## config.mk

```make
export PLATFORM = sky130hd
export DESIGN_NAME = two_axis_pid_servo_tracker
export DESIGN_NICKNAME = d
export VERILOG_FILES = /design/src/rtl/tpst_pkg.sv /design/src/rtl/tpst_ctrl.sv /design/src/rtl/tpst_dp.sv /design/src/rtl/two_axis_pid_servo_tracker.sv
export VERILOG_INCLUDE_DIRS = /design/src /design/src/rtl
export SDC_FILE = /design/constraint.sdc
export NUM_CORES = 2
export LEC_CHECK = 0
export BUFFER_PORTS_ARGS = -buffer_cell sky130_fd_sc_hd__buf_2
export CORE_ASPECT_RATIO = 1.4
export CORE_MARGIN = 3
export CORE_UTILIZATION = 55
export CTS_CLUSTER_SIZE = 14
export DETAILED_ROUTE_END_ITERATION = 8
export HOLD_SLACK_MARGIN = 0.12
export PLACE_DENSITY = 0.79
export SYNTH_ARGS = -nofsm -noshare
export SYNTH_HDL_FRONTEND = slang
export SYNTH_SLANG_ARGS = --single-unit
```

## constraint.sdc

```tcl
create_clock -name clk -period 27.8 [get_ports clk]
set_input_delay 1.39 -clock clk [delete_from_list [all_inputs] [get_ports clk]]
set_output_delay 1.39 -clock clk [all_outputs]
set_load 0.03 [all_outputs]
```

## src/rtl/two_axis_pid_servo_tracker_defines.svh

```systemverilog
// Assertion macros for the two-axis PID servo tracker.
// Included by the top level; the macros expect clk and rst_n in scope.
`ifndef TWO_AXIS_PID_SERVO_TRACKER_DEFINES_SVH
`define TWO_AXIS_PID_SERVO_TRACKER_DEFINES_SVH

// The consequent must hold in the same cycle as the antecedent.
`define TPST_ASSERT_NOW(label, ante, cons, msg) \
    label: assert property (@(posedge clk) disable iff (!rst_n) (ante) |-> (cons)) \
        else $error(msg);

// The consequent must hold in the cycle after the antecedent.
`define TPST_ASSERT_NEXT(label, ante, cons, msg) \
    label: assert property (@(posedge clk) disable iff (!rst_n) (ante) |=> (cons)) \
        else $error(msg);

`endif

```

## src/rtl/tpst_pkg.sv

```systemverilog
// Shared types, constants and command codes of the two-axis PID servo tracker.
// Used by tpst_ctrl, tpst_dp and two_axis_pid_servo_tracker.
`default_nettype none

package tpst_pkg;

    localparam int ERROR_BITS   = 12;
    localparam int PW_BITS      = 12;
    localparam int GAIN_BITS    = 48;
    localparam int MS_BITS      = 16;
    localparam int ACC_BITS     = 64;
    localparam int MUL_A_BITS   = 64;
    localparam int MUL_B_BITS   = 16;
    localparam int PROD_BITS    = MUL_A_BITS + MUL_B_BITS;
    localparam int DIV_STEPS    = 64;
    localparam int DIV_CNT_BITS = $clog2(DIV_STEPS + 1);
    localparam int CFG_IDX_BITS = 3;

    localparam logic [PW_BITS-1:0]   CENTER_PULSE = PW_BITS'(1500);
    localparam logic [MS_BITS-1:0]   FIRST_DIVISOR = MS_BITS'(10);

    localparam logic [GAIN_BITS-1:0] KP_RESET = GAIN_BITS'(1717986918);
    localparam logic [GAIN_BITS-1:0] KI_RESET = GAIN_BITS'(43);
    localparam logic [GAIN_BITS-1:0] KD_RESET = GAIN_BITS'(42950);
    localparam logic [PW_BITS-1:0]   LOW_RESET  = PW_BITS'(500);
    localparam logic [PW_BITS-1:0]   HIGH_RESET = PW_BITS'(2500);

    localparam logic [CFG_IDX_BITS-1:0] CFG_KP         = 3'd0;
    localparam logic [CFG_IDX_BITS-1:0] CFG_KI         = 3'd1;
    localparam logic [CFG_IDX_BITS-1:0] CFG_KD         = 3'd2;
    localparam logic [CFG_IDX_BITS-1:0] CFG_YAW_LOW    = 3'd3;
    localparam logic [CFG_IDX_BITS-1:0] CFG_YAW_HIGH   = 3'd4;
    localparam logic [CFG_IDX_BITS-1:0] CFG_PITCH_LOW  = 3'd5;
    localparam logic [CFG_IDX_BITS-1:0] CFG_PITCH_HIGH = 3'd6;

    typedef struct packed {
        logic signed [ERROR_BITS-1:0] x_err;
        logic signed [ERROR_BITS-1:0] y_err;
        logic [MS_BITS-1:0]           elapsed_ms;
    } in_t;

    typedef struct packed {
        logic [PW_BITS-1:0] yaw_pulse;
        logic [PW_BITS-1:0] pitch_pulse;
        logic               yaw_accepted;
        logic               pitch_accepted;
    } out_t;

    typedef struct packed {
        logic [GAIN_BITS-1:0] kp_gain;
        logic [GAIN_BITS-1:0] ki_gain_per_ms;
        logic [GAIN_BITS-1:0] kd_gain_ms;
        logic [PW_BITS-1:0]   yaw_low_limit;
        logic [PW_BITS-1:0]   yaw_high_limit;
        logic [PW_BITS-1:0]   pitch_low_limit;
        logic [PW_BITS-1:0]   pitch_high_limit;
    } cfg_t;

    typedef enum logic [3:0] {
        CMD_NONE,
        CMD_LOAD,
        CMD_MUL_P,
        CMD_MUL_I1,
        CMD_MUL_I2,
        CMD_DIV_LOAD_I,
        CMD_DIV_STEP,
        CMD_ACC,
        CMD_MUL_D,
        CMD_DIV_LOAD_D,
        CMD_D_SAVE,
        CMD_SUM1,
        CMD_SUM2,
        CMD_MOVE,
        CMD_FINISH
    } cmd_op_t;

    typedef struct packed {
        cmd_op_t op;
        logic    axis;
    } cmd_t;

    typedef struct packed {
        logic first;
        logic ms_zero;
        logic div_done;
    } dp_status_t;

endpackage

`default_nettype wire

```

## src/rtl/tpst_ctrl.sv

```systemverilog
// Sequencer of the two-axis PID servo tracker: steps one item through both axes.
// Depends on tpst_pkg; drives tpst_dp through cmd_t and reads dp_status_t.
`default_nettype none

module tpst_ctrl
    import tpst_pkg::*;
(
    input  logic       clk,
    input  logic       rst_n,
    input  logic       in_valid,
    output logic       in_ready,
    input  logic       out_free,
    input  dp_status_t status,
    output cmd_t       cmd
);

    typedef enum logic [13:0] {
        ST_IDLE    = 14'b00000000000001,
        ST_MUL_P   = 14'b00000000000010,
        ST_MUL_I1  = 14'b00000000000100,
        ST_MUL_I2  = 14'b00000000001000,
        ST_DIVI_LD = 14'b00000000010000,
        ST_DIV_I   = 14'b00000000100000,
        ST_ACC     = 14'b00000001000000,
        ST_MUL_D   = 14'b00000010000000,
        ST_DIVD_LD = 14'b00000100000000,
        ST_DIV_D   = 14'b00001000000000,
        ST_SUM1    = 14'b00010000000000,
        ST_SUM2    = 14'b00100000000000,
        ST_MOVE    = 14'b01000000000000,
        ST_FINISH  = 14'b10000000000000
    } state_t;

    state_t state_reg, state_next;
    logic   axis_reg, axis_next;

    always_ff @(posedge clk or negedge rst_n)
    begin
        if (!rst_n)
        begin
            state_reg <= ST_IDLE;
            axis_reg  <= 1'b0;
        end
        else
        begin
            state_reg <= state_next;
            axis_reg  <= axis_next;
        end
    end

    assign in_ready = (state_reg == ST_IDLE);

    always_comb
    begin
        state_next = state_reg;
        axis_next  = axis_reg;
        cmd.op     = CMD_NONE;
        cmd.axis   = axis_reg;
        case (state_reg)
            ST_IDLE:
            begin
                if (in_valid)
                begin
                    cmd.op     = CMD_LOAD;
                    axis_next  = 1'b0;
                    state_next = ST_MUL_P;
                end
            end
            ST_MUL_P:
            begin
                cmd.op     = CMD_MUL_P;
                state_next = ST_MUL_I1;
            end
            ST_MUL_I1:
            begin
                cmd.op     = CMD_MUL_I1;
                state_next = status.first ? ST_DIVI_LD : ST_MUL_I2;
            end
            ST_MUL_I2:
            begin
                cmd.op     = CMD_MUL_I2;
                state_next = ST_ACC;
            end
            ST_DIVI_LD:
            begin
                cmd.op     = CMD_DIV_LOAD_I;
                state_next = ST_DIV_I;
            end
            ST_DIV_I:
            begin
                if (status.div_done)
                begin
                    state_next = ST_ACC;
                end
                else
                begin
                    cmd.op = CMD_DIV_STEP;
                end
            end
            ST_ACC:
            begin
                cmd.op = CMD_ACC;
                // The derivative term exists only after the first item and for nonzero time.
                if (!status.first && !status.ms_zero)
                begin
                    state_next = ST_MUL_D;
                end
                else
                begin
                    state_next = ST_SUM1;
                end
            end
            ST_MUL_D:
            begin
                cmd.op     = CMD_MUL_D;
                state_next = ST_DIVD_LD;
            end
            ST_DIVD_LD:
            begin
                cmd.op     = CMD_DIV_LOAD_D;
                state_next = ST_DIV_D;
            end
            ST_DIV_D:
            begin
                if (status.div_done)
                begin
                    cmd.op     = CMD_D_SAVE;
                    state_next = ST_SUM1;
                end
                else
                begin
                    cmd.op = CMD_DIV_STEP;
                end
            end
            ST_SUM1:
            begin
                cmd.op     = CMD_SUM1;
                state_next = ST_SUM2;
            end
            ST_SUM2:
            begin
                cmd.op     = CMD_SUM2;
                state_next = ST_MOVE;
            end
            ST_MOVE:
            begin
                cmd.op = CMD_MOVE;
                if (axis_reg)
                begin
                    state_next = ST_FINISH;
                end
                else
                begin
                    axis_next  = 1'b1;
                    state_next = ST_MUL_P;
                end
            end
            ST_FINISH:
            begin
                if (out_free)
                begin
                    cmd.op     = CMD_FINISH;
                    state_next = ST_IDLE;
                end
            end
            default:
            begin
                state_next = ST_IDLE;
            end
        endcase
    end

endmodule

`default_nettype wire

```

## src/rtl/tpst_dp.sv

```systemverilog
// Datapath of the two-axis PID servo tracker: shared 64x16 multiplier,
// radix-2 divider, per-axis state and the pulse width update. Depends on tpst_pkg.
`default_nettype none

module tpst_dp
    import tpst_pkg::*;
(
    input  logic       clk,
    input  logic       rst_n,
    input  cmd_t       cmd,
    input  in_t        in_item,
    input  cfg_t       cfg,
    output dp_status_t status,
    output out_t       result
);

    localparam logic [ACC_BITS-2:0] MAG_MAX = '1;

    function automatic logic signed [ACC_BITS-1:0] sadd_sat(
        input logic signed [ACC_BITS-1:0] a,
        input logic signed [ACC_BITS-1:0] b
    );
        logic signed [ACC_BITS-1:0] s;
        s = a + b;
        if ((a[ACC_BITS-1] == b[ACC_BITS-1]) && (s[ACC_BITS-1] != a[ACC_BITS-1]))
        begin
            s = a[ACC_BITS-1] ? {1'b1, {(ACC_BITS-1){1'b0}}} : {1'b0, MAG_MAX};
        end
        return s;
    endfunction

    function automatic logic signed [ACC_BITS-1:0] apply_sign(
        input logic              neg,
        input logic [ACC_BITS-2:0] mag
    );
        logic signed [ACC_BITS-1:0] v;
        v = {1'b0, mag};
        return neg ? -v : v;
    endfunction

    // Input item and per-axis state.
    in_t                        in_reg;
    logic                       started_reg;
    logic signed [ERROR_BITS-1:0] last_reg [2];
    logic signed [ACC_BITS-1:0] acc_reg [2];
    logic [PW_BITS-1:0]         pos_reg [2];
    logic                       flag_reg [2];

    // Working registers.
    logic [PROD_BITS-1:0]       prod_reg;
    logic signed [ACC_BITS-1:0] p_reg;
    logic signed [ACC_BITS-1:0] d_reg;
    logic [ACC_BITS-1:0]        dvd_reg;
    logic [MS_BITS-1:0]         rem_reg;
    logic [MS_BITS-1:0]         dsor_reg;
    logic [DIV_CNT_BITS-1:0]    cnt_reg;

    logic                         ax;
    logic signed [ERROR_BITS-1:0] e_sel;
    logic signed [ERROR_BITS-1:0] last_sel;
    logic signed [ACC_BITS-1:0]   acc_sel;
    logic [PW_BITS-1:0]           pos_sel;
    logic [PW_BITS-1:0]           low_sel;
    logic [PW_BITS-1:0]           high_sel;
    logic                         e_neg;
    logic [ERROR_BITS-1:0]        e_mag;
    logic signed [ERROR_BITS:0]   de;
    logic                         de_neg;
    logic [ERROR_BITS-1:0]        de_mag;
    logic [MUL_A_BITS-1:0]        mul_a;
    logic [MUL_B_BITS-1:0]        mul_b;
    logic [PROD_BITS-1:0]         prod_next;
    logic [ACC_BITS-2:0]          prod_sat;
    logic [ACC_BITS-2:0]          quo_sat;
    logic [MS_BITS:0]             div_trial;
    logic                         div_ge;
    logic [ACC_BITS-2:0]          inc_mag;
    logic signed [ACC_BITS-1:0]   acc_half;
    logic signed [ACC_BITS-1:0]   acc_next;
    logic signed [31:0]           move;
    logic signed [33:0]           cand;
    logic                         cand_ok;

    assign ax       = cmd.axis;
    assign e_sel    = ax ? in_reg.y_err : in_reg.x_err;
    assign last_sel = last_reg[ax];
    assign acc_sel  = acc_reg[ax];
    assign pos_sel  = pos_reg[ax];
    assign low_sel  = ax ? cfg.pitch_low_limit : cfg.yaw_low_limit;
    assign high_sel = ax ? cfg.pitch_high_limit : cfg.yaw_high_limit;

    assign e_neg  = e_sel[ERROR_BITS-1];
    assign e_mag  = e_neg ? ERROR_BITS'(-e_sel) : ERROR_BITS'(e_sel);
    assign de     = {e_sel[ERROR_BITS-1], e_sel} - {last_sel[ERROR_BITS-1], last_sel};
    assign de_neg = de[ERROR_BITS];
    assign de_mag = de_neg ? ERROR_BITS'(-de) : ERROR_BITS'(de);

    // Operand selection for the shared multiplier.
    always_comb
    begin
        mul_a = MUL_A_BITS'(cfg.kp_gain);
        mul_b = MUL_B_BITS'(e_mag);
        case (cmd.op)
            CMD_MUL_I1:
            begin
                mul_a = MUL_A_BITS'(cfg.ki_gain_per_ms);
                mul_b = started_reg ? MUL_B_BITS'(in_reg.elapsed_ms) : MUL_B_BITS'(e_mag);
            end
            CMD_MUL_I2:
            begin
                mul_a = prod_reg[MUL_A_BITS-1:0];
                mul_b = MUL_B_BITS'(e_mag);
            end
            CMD_MUL_D:
            begin
                mul_a = MUL_A_BITS'(cfg.kd_gain_ms);
                mul_b = MUL_B_BITS'(de_mag);
            end
            default:
            begin
                mul_a = MUL_A_BITS'(cfg.kp_gain);
                mul_b = MUL_B_BITS'(e_mag);
            end
        endcase
    end

    assign prod_next = PROD_BITS'(mul_a) * PROD_BITS'(mul_b);
    assign prod_sat  = (|prod_reg[PROD_BITS-1:ACC_BITS-1]) ? MAG_MAX : prod_reg[ACC_BITS-2:0];
    assign quo_sat   = dvd_reg[ACC_BITS-1] ? MAG_MAX : dvd_reg[ACC_BITS-2:0];

    // One quotient bit per step; the dividend shifts out as quotient bits shift in.
    assign div_trial = {rem_reg, dvd_reg[ACC_BITS-1]};
    assign div_ge    = (div_trial >= {1'b0, dsor_reg});

    assign inc_mag  = started_reg ? prod_sat : quo_sat;
    // Halving truncates toward zero, so odd negative values round up.
    assign acc_half = (acc_sel >>> 1)
                    + $signed(ACC_BITS'(acc_sel[ACC_BITS-1] & acc_sel[0]));
    assign acc_next = sadd_sat(acc_half, apply_sign(e_neg, inc_mag));

    assign move    = p_reg[ACC_BITS-1:32] + 32'(p_reg[ACC_BITS-1] & (|p_reg[31:0]));
    assign cand    = $signed({22'b0, pos_sel}) + 34'(move);
    assign cand_ok = (cand >= $signed({22'b0, low_sel})) && (cand <= $signed({22'b0, high_sel}));

    always_ff @(posedge clk or negedge rst_n)
    begin
        if (!rst_n)
        begin
            started_reg <= 1'b0;
            last_reg[0] <= '0;
            last_reg[1] <= '0;
            acc_reg[0]  <= '0;
            acc_reg[1]  <= '0;
            pos_reg[0]  <= CENTER_PULSE;
            pos_reg[1]  <= CENTER_PULSE;
            flag_reg[0] <= 1'b0;
            flag_reg[1] <= 1'b0;
            cnt_reg     <= '0;
        end
        else
        begin
            case (cmd.op)
                CMD_DIV_LOAD_I, CMD_DIV_LOAD_D:
                begin
                    cnt_reg <= DIV_CNT_BITS'(DIV_STEPS);
                end
                CMD_DIV_STEP:
                begin
                    cnt_reg <= cnt_reg - DIV_CNT_BITS'(1);
                end
                CMD_ACC:
                begin
                    acc_reg[ax] <= acc_next;
                end
                CMD_MOVE:
                begin
                    last_reg[ax] <= e_sel;
                    flag_reg[ax] <= cand_ok;
                    if (cand_ok)
                    begin
                        pos_reg[ax] <= cand[PW_BITS-1:0];
                    end
                end
                CMD_FINISH:
                begin
                    started_reg <= 1'b1;
                end
                default:
                begin
                end
            endcase
        end
    end

    always_ff @(posedge clk)
    begin
        case (cmd.op)
            CMD_LOAD:
            begin
                in_reg <= in_item;
            end
            CMD_MUL_P, CMD_MUL_I2, CMD_MUL_D:
            begin
                prod_reg <= prod_next;
            end
            CMD_MUL_I1:
            begin
                p_reg    <= apply_sign(e_neg, prod_sat);
                prod_reg <= prod_next;
            end
            CMD_DIV_LOAD_I:
            begin
                dvd_reg  <= {1'b0, prod_sat};
                dsor_reg <= FIRST_DIVISOR;
                rem_reg  <= '0;
            end
            CMD_DIV_LOAD_D:
            begin
                dvd_reg  <= prod_reg[ACC_BITS-1:0];
                dsor_reg <= in_reg.elapsed_ms;
                rem_reg  <= '0;
            end
            CMD_DIV_STEP:
            begin
                dvd_reg <= {dvd_reg[ACC_BITS-2:0], div_ge};
                rem_reg <= div_ge ? MS_BITS'(div_trial - {1'b0, dsor_reg})
                                  : div_trial[MS_BITS-1:0];
            end
            CMD_ACC:
            begin
                d_reg <= '0;
            end
            CMD_D_SAVE:
            begin
                d_reg <= apply_sign(de_neg, quo_sat);
            end
            CMD_SUM1:
            begin
                p_reg <= sadd_sat(p_reg, acc_sel);
            end
            CMD_SUM2:
            begin
                p_reg <= sadd_sat(p_reg, d_reg);
            end
            default:
            begin
            end
        endcase
    end

    assign status.first    = !started_reg;
    assign status.ms_zero  = (in_reg.elapsed_ms == '0);
    assign status.div_done = (cnt_reg == '0);

    assign result.yaw_pulse      = pos_reg[0];
    assign result.pitch_pulse    = pos_reg[1];
    assign result.yaw_accepted   = flag_reg[0];
    assign result.pitch_accepted = flag_reg[1];

endmodule

`default_nettype wire

```

## src/rtl/two_axis_pid_servo_tracker.sv

```systemverilog
// Top level of the two-axis PID servo tracker: configuration registers,
// output register, sequencer and datapath. Depends on tpst_pkg, tpst_ctrl, tpst_dp.
//
// Channel   Direction  Handshake              Payload
// in        input      in_valid / in_ready    in_item (x_err, y_err, elapsed_ms)
// out       output     out_valid / out_ready  out_item (pulses, accepted flags)
// cfg       input      cfg_valid / cfg_ready  cfg_index, cfg_data
//
// An item takes longer when it is the first after reset or when elapsed_ms is
// nonzero; the 64-step radix-2 divider, run once per axis in those cases,
// sets the time.
// One item is worked on at a time; the next item is taken while a result waits.
// A result waits in the output register; the sequencer holds before updating it.
// Reset clears the accumulators and last errors, centres both pulses and loads the default gains and limits.
`default_nettype none

`include "two_axis_pid_servo_tracker_defines.svh"

module two_axis_pid_servo_tracker
    import tpst_pkg::*;
(
    input  logic                    clk,
    input  logic                    rst_n,
    input  logic                    in_valid,
    output logic                    in_ready,
    input  in_t                     in_item,
    output logic                    out_valid,
    input  logic                    out_ready,
    output out_t                    out_item,
    input  logic                    cfg_valid,
    output logic                    cfg_ready,
    input  logic [CFG_IDX_BITS-1:0] cfg_index,
    input  logic [GAIN_BITS-1:0]    cfg_data
);

    cfg_t       cfg_reg;
    logic       out_valid_reg;
    out_t       out_item_reg;
    logic       out_free;
    cmd_t       cmd;
    dp_status_t status;
    out_t       result;

    assign cfg_ready = 1'b1;

    always_ff @(posedge clk or negedge rst_n)
    begin
        if (!rst_n)
        begin
            cfg_reg.kp_gain          <= KP_RESET;
            cfg_reg.ki_gain_per_ms   <= KI_RESET;
            cfg_reg.kd_gain_ms       <= KD_RESET;
            cfg_reg.yaw_low_limit    <= LOW_RESET;
            cfg_reg.yaw_high_limit   <= HIGH_RESET;
            cfg_reg.pitch_low_limit  <= LOW_RESET;
            cfg_reg.pitch_high_limit <= HIGH_RESET;
        end
        else if (cfg_valid)
        begin
            case (cfg_index)
                CFG_KP:         cfg_reg.kp_gain          <= cfg_data;
                CFG_KI:         cfg_reg.ki_gain_per_ms   <= cfg_data;
                CFG_KD:         cfg_reg.kd_gain_ms       <= cfg_data;
                CFG_YAW_LOW:    cfg_reg.yaw_low_limit    <= cfg_data[PW_BITS-1:0];
                CFG_YAW_HIGH:   cfg_reg.yaw_high_limit   <= cfg_data[PW_BITS-1:0];
                CFG_PITCH_LOW:  cfg_reg.pitch_low_limit  <= cfg_data[PW_BITS-1:0];
                CFG_PITCH_HIGH: cfg_reg.pitch_high_limit <= cfg_data[PW_BITS-1:0];
                default:
                begin
                end
            endcase
        end
    end

    assign out_free = !out_valid_reg || out_ready;

    always_ff @(posedge clk or negedge rst_n)
    begin
        if (!rst_n)
        begin
            out_valid_reg <= 1'b0;
        end
        else if (cmd.op == CMD_FINISH)
        begin
            out_valid_reg <= 1'b1;
        end
        else if (out_ready)
        begin
            out_valid_reg <= 1'b0;
        end
    end

    always_ff @(posedge clk)
    begin
        if (cmd.op == CMD_FINISH)
        begin
            out_item_reg <= result;
        end
    end

    assign out_valid = out_valid_reg;
    assign out_item  = out_item_reg;

    tpst_ctrl u_ctrl (
        .clk      (clk),
        .rst_n    (rst_n),
        .in_valid (in_valid),
        .in_ready (in_ready),
        .out_free (out_free),
        .status   (status),
        .cmd      (cmd)
    );

    tpst_dp u_dp (
        .clk     (clk),
        .rst_n   (rst_n),
        .cmd     (cmd),
        .in_item (in_item),
        .cfg     (cfg_reg),
        .status  (status),
        .result  (result)
    );

    `TPST_ASSERT_NEXT(a_busy_after_accept, in_valid && in_ready, !in_ready, "ready after accept")
    `TPST_ASSERT_NOW(a_finish_needs_room, cmd.op == CMD_FINISH, out_free, "output overwritten")
    `TPST_ASSERT_NOW(a_load_on_accept, cmd.op == CMD_LOAD, in_valid && in_ready, "load without item")

endmodule

`default_nettype wire

```

==> summary.txt <==
STA
  – Slew Viols, Final: 0
  – Fmax: 78.0 MHz
  – Hold Violations, Final: 0
  – Worst-Margin Slew: 1.46 ns
  – RSZ-0062 raised after global routing: false
  – Clock skew after layout: 0.0530 ns
  – Final setup viols: 0
  – Worst slew margin: 0.0129
  – Min cycle time layout: 12.83 ns
  – Setup TNS: 0 ns
  – Final worst path period share: 0.461

Clock network
  – Clock sinks: 764
  – Max clock buf depth: 3
  – CTS tree: built
  – H-Tree Level Count: 3
  – Post-CTS sizing: 0
  – CTS clk-pin slew, worst paths: 0.07 ns
  – CTS Buf Count: 82
  – Post-CTS Setup Bufs: 0
  – Clk_lat worst skew: 0.76 ns
  – # hold bufs at CTS: 0
  – Clock Tree Root: clkbuf_16

Yosys
  – Post-synth EDFFs: 370
  – Avg Cell Area, Syn: 8.74 µm²
  – Synth Cell Area: 0.0864 mm²
  – Seq cells post-synth: 764
  – Post-Syn Instances: 9,880
  – Async SR Flop Fraction: 0.516
  – Predominant post-synthesis flop cell: edfxtp_1
  – Synthesis Warnings: 0
  – Synth cell types: 105
  – Seq/Total Area, Yosys: 0.244

Global route
  – Global-route wire length before repair: 468 mm
  – Vias in the first global route: 77,800
  – GRT Total Usage: 0.380
  – Largest net degree at the start of global routing: 84
  – Initial antenna violation count: 20
  – Total congestion overflow: 0

Worst setup path
  – Worst Setup EP: u_dp.prod_reg[77]
  – CP Class: reg -> reg
  – Critical path launch point: u_ctrl.axis_reg
  – CP max stage delay: 0.98 ns
  – CP Launch Type: register
  – CP required: 28.36 ns
  – Worst setup EP type: register
  – Reg2Reg Depth: 35
  – CP most frequent cell: fa_1
  – Critical R2R Capture: u_dp.prod_reg[77]
  – RR Startpoint: u_ctrl.axis_reg
  – Critical path's slowest cell: o21a_1
  – Reg2reg setup slack: 14.97 ns
  – CP max FO: 25
  – CP arrival: 13.39 ns

Run status
  – Status: finished with violations
  – Failing checks: capacitance limit

Floorplan
  – Die area: 0.162 mm²
  – Initial Utilization: 0.555
  – Core region area: 0.156 mm²
  – Die Span Y: 475 µm
  – Row count: 171
  – Die Wd: 341 µm
  – Top Ports: 125

Routing
  – Initial drt markers: 8,077
  – Drt via density: 6.41
  – Drt pass-1 iters: 9
  – Avg WL per Cell: 26.1 µm
  – Vias after detailed routing: 76,100
  – Post-route DRC: 0
  – WL final: 310 mm
  – Antenna Violating Nets Remaining: 0

Layout
  – Post-route insts no fill: 11,900
  – Most frequent cells in the layout: nand2_1, inv_1, fa_1
  – Layout net count: 11,100
  – Layout cell share with drive strength beyond 1: 0.0892
  – Commonest non-fill, non-tap cell in the layout: nand2_1
  – FILL cells: 13,600
  – Area Growth Syn to Fin: 6.10%
  – Largest register FFs: 192

Placement
  – Dpl hpwl: 242 mm
  – GPL Wtd Cong: 1.08
  – Placed Cells: 11,700
  – PortBufs: 123

Job
  – Max-Cap Viols: 1

Hold path
  – Hold Path Class: reg -> reg
==> metrics by stage <==
step	hold WS [ns]	area (µm²)	utilization	worst slack (ns)
after floorplan	0.426	86600	-	15.71
after global placement	0.442	88800	0.571	15.60
after detailed placement	0.455	88800	0.571	15.26
after CTS	0.467	91600	0.589	15.19
after global routing	0.474	91600	0.589	14.52
final	0.468	91700	0.589	14.97
==> final cells by class <==
| class | count | area, µm² | area share |
|---|---|---|---|
| Clock inverter | 51 | 642 | 0.00700 |
| Antenna cell | 13 | 32.5 | 0.000355 |
| Clock buffer | 103 | 2190 | 0.0239 |
| Inverter | 1138 | 4270 | 0.0466 |
| Tap cell | 2076 | 2600 | 0.0283 |
| Timing Repair Buffer | 227 | 1410 | 0.0153 |
| Multi-Input combinational cell | 7504 | 59500 | 0.649 |
| Sequential cell | 764 | 21100 | 0.230 |
==> worst max-delay path: cells and delay by family, from the launching register on <==
| kind | cells | cell delay (ns) |
|---|---|---|
| buffers and inverters | 4 | 0.27 |
| AO/OA/AOI/OAI | 14 | 4.70 |
| flip-flops | 1 | 0.72 |
| multiplexers | 1 | 0.63 |
| adder cells (fa/ha/maj) | 9 | 4.09 |
| AND/OR/NAND/NOR | 7 | 2.21 |
==> Yosys cell counts (39+ instances only) <==
master    count  area share
and3_1       55      0.0040
nand3_1     207       0.012
o211ai_1     49      0.0043
xor2_1      174       0.018
inv_1      1135       0.049
dfrtp_1     328       0.095
nand2b_1     39      0.0028
or3_1        71      0.0051
o31ai_1      54      0.0047
nor2_1      721       0.031
o21ai_0     496       0.029
a211oi_1     48      0.0042
and2_1      138       0.010
edfxtp_1    370        0.13
ha_1        415       0.060
nor4_1       73      0.0053
buf_1        52      0.0023
a222oi_1     48      0.0056
o21a_1       51      0.0044
clkbuf_1    443       0.019
nor3_1      177       0.010
a31oi_1      82      0.0059
fa_1        872        0.20
dfstp_2      66       0.020
mux2i_1      99       0.011
nand2_1    1394       0.061
a21o_1      204       0.018
o21bai_1     64      0.0056
a21oi_1     615       0.036
nor2b_1      72      0.0052
xnor2_1     306       0.031
mux2_2      303       0.039
nand4_1     102      0.0074
==> worst min-delay path by stage <==
stage              startpoint     endpoint  slack [ns]  depth (start not counted)
3_3_place_gp   u_dp.result[1]  out_item[1]        0.44                          0
3_5_place_dp   u_dp.result[1]  out_item[1]        0.45                          0
2_1_floorplan  u_dp.result[0]  out_item[0]        0.43                          0
4_1_cts        u_dp.result[1]  out_item[1]        0.47                          0
6_report       u_dp.result[1]  out_item[1]        0.47                          0
5_1_grt        u_dp.result[0]  out_item[0]        0.47                          0
==> cell families (layout without fill, tap and decap cells) <==
family	after synthesis	count (layout)	synth area share
and+or+nand+nor	3225	3225	0.171
AOI/OAI and AO/OA	2034	2034	0.148
buffers and inverters	1675	1519	0.0748
adders and majority gates	1288	1288	0.262
DFF	764	764	0.244
xor gates and xnor gates	480	480	0.0487
muxes	412	412	0.0523
other	2	78	0.0000869
==> per-layer routing <==
metal	global-route usage	wire length (µm)	part of all wire
met5	0	182	0.00059
met4	0.278	27500	0.089
met3	0.0716	27300	0.088
met2	0.628	146000	0.47
met1	0.443	109000	0.35
Power is not shown: default switching activity piles up to over one toggle a cycle in this logic, so the estimate is an artifact.
